$ cat src/hw/rtl/ctks_ram.sv
// ----------------------------------------------------------------------------
// ctks_ram
// Generic simple dual-port RAM, one write port, one registered read port.
// ----------------------------------------------------------------------------
module ctks_ram #(
  parameter int WIDTH = 8,
  parameter int DEPTH = 16,
  localparam int AW = (DEPTH > 1) ? $clog2(DEPTH) : 1
) (
  input  logic             clk,
  input  logic             we,
  input  logic [AW-1:0]    waddr,
  input  logic [WIDTH-1:0] wdata,
  input  logic [AW-1:0]    raddr,
  output logic [WIDTH-1:0] rdata
);

  logic [WIDTH-1:0] mem [DEPTH];

  always_ff @(posedge clk) begin
    if (we) begin
      mem[waddr] <= wdata;
    end
    rdata <= mem[raddr];
  end

endmodule

$ cat config.mk
export PLATFORM = sky130hd
export DESIGN_NAME = ctks_ram
export DESIGN_NICKNAME = d
export VERILOG_FILES = /design/src/hw/rtl/ctks_ram.sv
export SDC_FILE = /design/constraint.sdc
export NUM_CORES = 1
export LEC_CHECK = 0
export ABC_CLOCK_PERIOD_IN_PS = 4000
export BUFFER_PORTS_ARGS = -buffer_cell sky130_fd_sc_hd__buf_2
export CAP_MARGIN = 40
export CORE_MARGIN = 3
export CORE_UTILIZATION = 60
export CTS_CLUSTER_DIAMETER = 80
export DETAILED_ROUTE_END_ITERATION = 10
export PLACE_DENSITY = 0.78
export SYNTH_ARGS = -nofsm -noshare
export SYNTH_HDL_FRONTEND = slang
export SYNTH_SLANG_ARGS = --single-unit
$ cat constraint.sdc
create_clock -name clk -period 4 [get_ports clk]
set_input_delay 0 -clock clk [delete_from_list [all_inputs] [get_ports clk]]
set_output_delay 0 -clock clk [all_outputs]
set_load 0.01 [all_outputs]
# [Word level (Yosys, flattened, before mapping)]
# Memory sizes are Yosys's and may differ from the RTL's. A register that Yosys moved wholly into a read port is not among the register bits.
# Index checks and enable logic that the tools add are counted.
[totals] regBits=0 ram_bits=128 inputBits=18 out_inout_bits=8 wordCells=3 mem_count=1
[mem_list] memory="mem" words=16 word_bits=8 read_ports=1 rd_ports_with_merged_regs=1 wr=1 line="18" rtl="logic [WIDTH-1:0] mem [DEPTH];"
[op_classes] muxes=2
[ops] cell="$mux 1" n=2

# [Depth between registers and ports, before layout]
# Gate-level depths: netlist of the first run.
[depth] depth_word=2 depth_mapped=5 depth_no_buf=3

# [Least setup slack after synthesis of the first run]
# Ideal clock, no wire load.
[synth_path] path_type="input -> register" start="in waddr[2]" end="mem mem[0][0] (enable)" setup_ns=0.383 t_arrival_ns=1.110 t_required_ns=3.617 path_slack_ns=2.507 path_stages=2 n_path_buf=0 cell_sequence="or3b_2 nor3_1"
[synth_lines] item="start: declaration" line="12" rtl="input logic [AW-1:0] waddr,"
[synth_lines] item="end: declaration" line="18"
# Straight into the memory's write port.

# [Final worst setup path of the first run]
[layout_path] start="in waddr[1]" end="mem mem[9][6] (enable)"
# Straight into the memory's write port.

==> reports/metrics.cfg, run 1 <==
[status]
outcome = finished, final reports clean

[sta]
worstMarginPinSlew_ns = 0.885
fin_crit_ns = 1.50
setup_violations = 0
fmax_mhz = 668
period_share_pct = 37.4
rsz0062_at_grt = no
tns_ns = 0
slew_headroom_pct = 40.8
holdWs_ns = 0.0244
maxSlewViolCount = 0
finClkSkew_ns = 0.00691
hold_violations = 0
layout_setup_ws_ns = 2.50

[cts]
clkSlewWorstSetupHoldPaths_ns = 0.06
post_cts_buffers = 0
cts_root_buffer = clkbuf_8
cts_tree = done
cts_sinks = 136
clk_latency_ns = 0.51
ctsResizeCount = 0
cts_buffers = 17
htree_levels = 4
clockBufferDepth = 2
postCtsHoldBufs = 10

[worst_hold_path]
min_from = waddr[0]
hp-class = primary input to register

[logic_synthesis]
synth_edf_count = 128
synthDistinctLibCells = 19
syn-num-nets = 247
synth-async-reset-ratio_pct = 0
syn-cell-area_mm2 = 0.00515
yosysSeqAreaShare_pct = 77.8
synthCells = 229
synth_ff_type = edfxtp_1
avgSynthCellArea_um2 = 22.5
synth_seq_cells = 136
yosys_warnings = 0

[placed_design]
place_ws_ns = 2.22
portBuffers = 25
gp_congestion = 0.764
dpl.hpwl_um = 5980

[routing]
drtAntennaViolNets = 0
wl_um = 10100
drt-pass1-iter-count = 5
route.vias.total = 2521
drc_errors = 0
viasPerCell = 6.37
wl_per_cell_um = 25.5
drt_iter0_markers = 245

[global_route]
grt_pass1_wl_um = 15400
grt_max_degree = 33
track_usage_pct = 22.7
grt-ovfl-total = 0
antenna_found_initial = 0
grt_pass1_vias = 2623

[cells_and_area]
layout.nets = 297
antenna_cells = 0
drive_above_1_share_pct = 28.2
postLayoutCoreUtil_pct = 74.1
multiInputGateArea_mm2 = 0.00106
final_common_cell = edfxtp_1
syn2layout_area_growth_pct = 18.9
seq_area_mm2 = 0.00400
fill_cells = 452
mostFrequentLayoutCells = 128 x edfxtp_1, 25 x buf_2, 18 x mux4_2

[pwr]
power_density_mw_per_mm2 = 558
vdd_drop_max_uv = 372
leakagePower_nw = 2.09

[floorplanning]
die_x_um = 98.6
initial_core_util_pct = 62.3
num_rows = 33
core-area_mm2 = 0.00826
io_pins = 26
chipHeight_um = 98.6
die_area_mm2 = 0.00973

[worst_setup_path]
arrival_ns = 1.63
startpoint = waddr[1]
cp_cell_sequence = dlygate4sd3_1 -> buf_2 -> nand2b_1 -> nor2_1
critPathLaunchType = primary input
regToRegStartpoint = mem[9][5]
end_kind = register
max_stage_delay_ns = 0.70
crit_path_max_fanout = 8
slowest_stage = nor2_1
criticalPathCategory = primary input to register
cp_data_required_time_ns = 4.13

[run]
max_cap_violations = 0

metrics by stage:
stage	area [um^2]	instances	total power [mW]
CTS	6120	396	3.43
finish	6120	396	3.41
global route	6120	396	3.51
floorplan	5150	229	1.71
global placement	5340	351	1.77
detailed placement	5380	355	1.78
cell families after synthesis:
| logic type | after synthesis | synth area share (%) |
|---|---|---|
| buf+inv | 10 | 1.68 |
| mux | 32 | 15.0 |
| flops | 136 | 77.8 |
| simple gates | 35 | 3.18 |
| compound gates | 16 | 2.33 |
synthesized netlist by cell type (3+ instances only):
library cell	number	share of area [%]
nand2_1	9	0.66
nor2_1	13	0.95
mux4_1	14	7.1
a22oi_1	16	2.3
nor3_1	4	0.39
dfxtp_1	8	3.1
edfxtp_1	128	75
buf_2	3	0.29
buf_6	3	0.66
clkdlybuf4s25_2	3	0.58
mux4_2	18	7.9
critical path, delay by kind of cell:
| family | cells | cell delay (ns) |
|---|---|---|
| buffers and inverters | 2 | 0.70 |
| and+or+nand+nor | 2 | 0.93 |
cell type report:
cell class,instances,area share (%)
sequential,136,65.4
timing repair buffer,41,4.62
clock inverter,12,3.23
tap,105,2.15
multi-input combinational,83,17.4
clock buffer,19,7.22
worst paths after layout:
path,end,slack (ns),cells past startpoint
setup / recovery,mem[9][6],2.50,4
hold / removal,mem[12][1],0.02,2
setup reg to reg,rdata[5],2.60,3
hold reg to reg,rdata[2],0.69,3
power breakdown:
group	leakage, nW	internal (mW)	switching, mW	total [mW]
registers	1.22	1.59	0.0120	1.61
logic	0.552	0.0655	0.0874	0.153
clock network	0.310	1.10	0.550	1.65
flip-flops by register name, indices dropped and copies added, names as in the netlist:
name,count
mem,128
rdata,8
layer usage:
| layer | share of wire (%) | GRT usage [%] | routed length (um) | up-vias |
|---|---|---|---|---|
| li1 | - | - | - | 1075 |
| met1 | 41 | 30.7 | 4100 | 1282 |
| met2 | 50 | 34.9 | 5020 | 141 |
| met3 | 7.3 | 6.58 | 736 | 23 |
| met4 | 2.3 | 10.2 | 236 | 0 |
| met5 | 0 | 0 | 0 | - |
Note: power is estimated with default switching activity, not from simulation.
==> run 2: changes to the inputs <==
--- a/config.mk
+++ b/config.mk
@@ -5,7 +5,7 @@
 export SDC_FILE = /design/constraint.sdc
 export NUM_CORES = 1
 export LEC_CHECK = 0
-export ABC_CLOCK_PERIOD_IN_PS = 4000
+export ABC_CLOCK_PERIOD_IN_PS = 1500
 export BUFFER_PORTS_ARGS = -buffer_cell sky130_fd_sc_hd__buf_2
 export CAP_MARGIN = 40
 export CORE_MARGIN = 3
==> constraint.sdc (replaced) <==
create_clock -name clk -period 1.5 [get_ports clk]
set_input_delay 0 -clock clk [delete_from_list [all_inputs] [get_ports clk]]
set_output_delay 0 -clock clk [all_outputs]
set_load 0.01 [all_outputs]
==> run 2 against run 1 <==
Clock skew up 0.0031 ns; non-clock buffer count rose by 21; power grew to 2.6 times the previous value; global-route usage rose by 1.1 points; critical path depth is 1 lower; first-iteration DRC count up 20%; critical path type is now register to register; cell count up 5.6%; clock power grew 150%; largest power group is now sequential cells; combinational power increased to 2.9 times the previous value.
==> reports/metrics.cfg, run 2 (synthesized netlist as in run 1, its figures left out) <==
[routing]
wl_um = 10600  ; was 10100 um
drc_errors = 0  ; unchanged
route.vias.total = 2637  ; was 2521
viasPerCell = 6.31  ; was 6.37
drt_iter0_markers = 293  ; was 245
wl_per_cell_um = 25.3  ; was 25.5 um
drt-pass1-iter-count = 5  ; unchanged
drtAntennaViolNets = 0  ; unchanged

[floorplanning]
io_pins = 26  ; unchanged
initial_core_util_pct = 62.3  ; unchanged
die_area_mm2 = 0.00973  ; unchanged
core-area_mm2 = 0.00826  ; unchanged
num_rows = 33  ; unchanged
die_x_um = 98.6  ; unchanged
chipHeight_um = 98.6  ; unchanged

[sta]
tns_ns = 0  ; unchanged
layout_setup_ws_ns = 0.0587  ; was 2.50 ns
period_share_pct = 96.1
fin_crit_ns = 1.44
maxSlewViolCount = 0  ; unchanged
rsz0062_at_grt = no  ; unchanged
holdWs_ns = 0.0551  ; was 0.0244 ns
worstMarginPinSlew_ns = 0.406  ; was 0.885 ns
slew_headroom_pct = 72.9  ; was 40.8%
hold_violations = 0  ; unchanged
setup_violations = 0  ; unchanged
finClkSkew_ns = 0.00997  ; was 0.00691 ns
fmax_mhz = 694

[placed_design]
gp_congestion = 0.855  ; was 0.764
dp.cells = 378  ; was 355
dpl.hpwl_um = 6640  ; was 5980 um
portBuffers = 25  ; unchanged
place_ws_ns = 0.0621  ; was 2.22 ns

[run]
max_cap_violations = 0  ; unchanged

[worst_setup_path]
slowest_stage = mux4_1  ; was nor2_1
end_kind = register  ; unchanged
max_stage_delay_ns = 0.53  ; was 0.70 ns
critPathLaunchType = register  ; was primary input
cp_data_required_time_ns = 1.90  ; was 4.13 ns
cp_cell_sequence = mux4_1 -> a22oi_1 -> nand2_1  ; was dlygate4sd3_1 -> buf_2 -> nand2b_1 -> nor2_1
criticalPathCategory = register to register  ; was primary input to register
crit_path_max_fanout = 1  ; was 8
arrival_ns = 1.84  ; was 1.63 ns

[global_route]
grt_pass1_vias = 2788  ; was 2623
antenna_found_initial = 0  ; unchanged
grt_pass1_wl_um = 16400  ; was 15400 um
grt-ovfl-total = 0  ; unchanged
grt_max_degree = 19  ; was 33
track_usage_pct = 23.8  ; was 22.7%

[cells_and_area]
mostFrequentLayoutCells = 128 x edfxtp_1, 27 x buf_4, 25 x buf_2  ; was 128 x edfxtp_1, 25 x buf_2, 18 x mux4_2
fill_cells = 446  ; was 452
top_regs = mem (128), rdata (8)  ; unchanged
postLayoutCoreUtil_pct = 75.5  ; was 74.1%
largest_reg_flops = 128  ; unchanged
antenna_cells = 0  ; unchanged
final_common_cell = edfxtp_1  ; unchanged
drive_above_1_share_pct = 33.2  ; was 28.2%
multiInputGateArea_mm2 = 0.00106  ; about the same
layout.nets = 318  ; was 297
top_register = mem  ; unchanged
stdcell_count = 418  ; was 396
seq_area_mm2 = 0.00400  ; unchanged
syn2layout_area_growth_pct = 21.1  ; was 18.9%

[cts]
cts_tree = done  ; unchanged
cts_sinks = 136  ; unchanged
cts_root_buffer = clkbuf_8  ; unchanged
clk_latency_ns = 0.52  ; was 0.51 ns
clkSlewWorstSetupHoldPaths_ns = 0.06  ; about the same
ctsResizeCount = 0  ; unchanged
htree_levels = 4  ; unchanged
cts_buffers = 17  ; unchanged
clockBufferDepth = 2  ; unchanged

[pwr]
leakagePower_nw = 2.18  ; was 2.09 nW
vdd_drop_max_uv = 766  ; was 372 uV
power_density_mw_per_mm2 = 1420  ; was 558 mW/mm^2

[worst_hold_path]
hp-class = primary input to register  ; unchanged

[status]
outcome = finished, final reports clean  ; unchanged

-- run 2: changes by cell type in the layout (fill, tap and decap cells not counted) --
cell           previous run  this run
nor3_2                    1         0
buf_12                    1         2
dlygate4sd3_1            10         8
inv_6                     1         4
clkbuf_1                  0         1
clkinv_4                  1         2
clkbuf_8                  3         1
bufinv_16                 5         3
buf_4                     5        27
nor3_1                    3         4
-- run 2: final timing paths --
check	end	from	slack, ns	depth (start not counted)
min	mem[4][2]	waddr[0]	0.06	3
max	rdata[2]	mem[1][2]	0.06	3
min reg2reg	rdata[5]	mem[15][5]	0.69	3
max reg2reg	rdata[2]	mem[1][2]	0.06	3
-- run 2: final cells by class --
cell class | count | area share [%]
well taps | 105 | 2.11
flip-flops and latches | 136 | 64.3
clock inverters | 14 | 2.77
repair buffers | 62 | 7.19
multi-input cells | 83 | 17.0
clock buffers | 18 | 6.71
-- run 2: metrics by stage --
step / instance area [um^2] / total power, mW
global placement: 5560 / 4.75
global route: 6230 / 9.07
finish: 6230 / 8.82
detailed placement: 5560 / 4.77
CTS: 6230 / 8.87
floorplan: 5150 / 4.57
-- run 2: what timing repair did --
item,CTS,global route
endpoints found under the hold margin,128,0
buffers inserted,0,0
hold buffers,8,0
-- run 2: layer usage --
metal / share of wire [%] / up-vias / track usage [%]
li1: - / 1115 / -
met3: 6.4 / 18 / 7.36
met5: 0 / - / 0
met2: 52 / 143 / 37.3
met1: 40 / 1361 / 31.8
met4: 1.8 / 0 / 9.56
-- run 2: critical path, delay by kind of cell, from the launching register on --
family	cells	cell delay, ns
flops	1	0.38
mux	1	0.53
compound gates	1	0.32
simple gates	1	0.09
-- run 2: where the power goes --
part	switching (mW)	internal, mW	total, mW	leakage [nW]
sequential	0.0278	4.25	4.28	1.22
combinational	0.240	0.197	0.437	0.665
clock	1.56	2.55	4.11	0.286
total	1.83	6.99	8.82	2.18
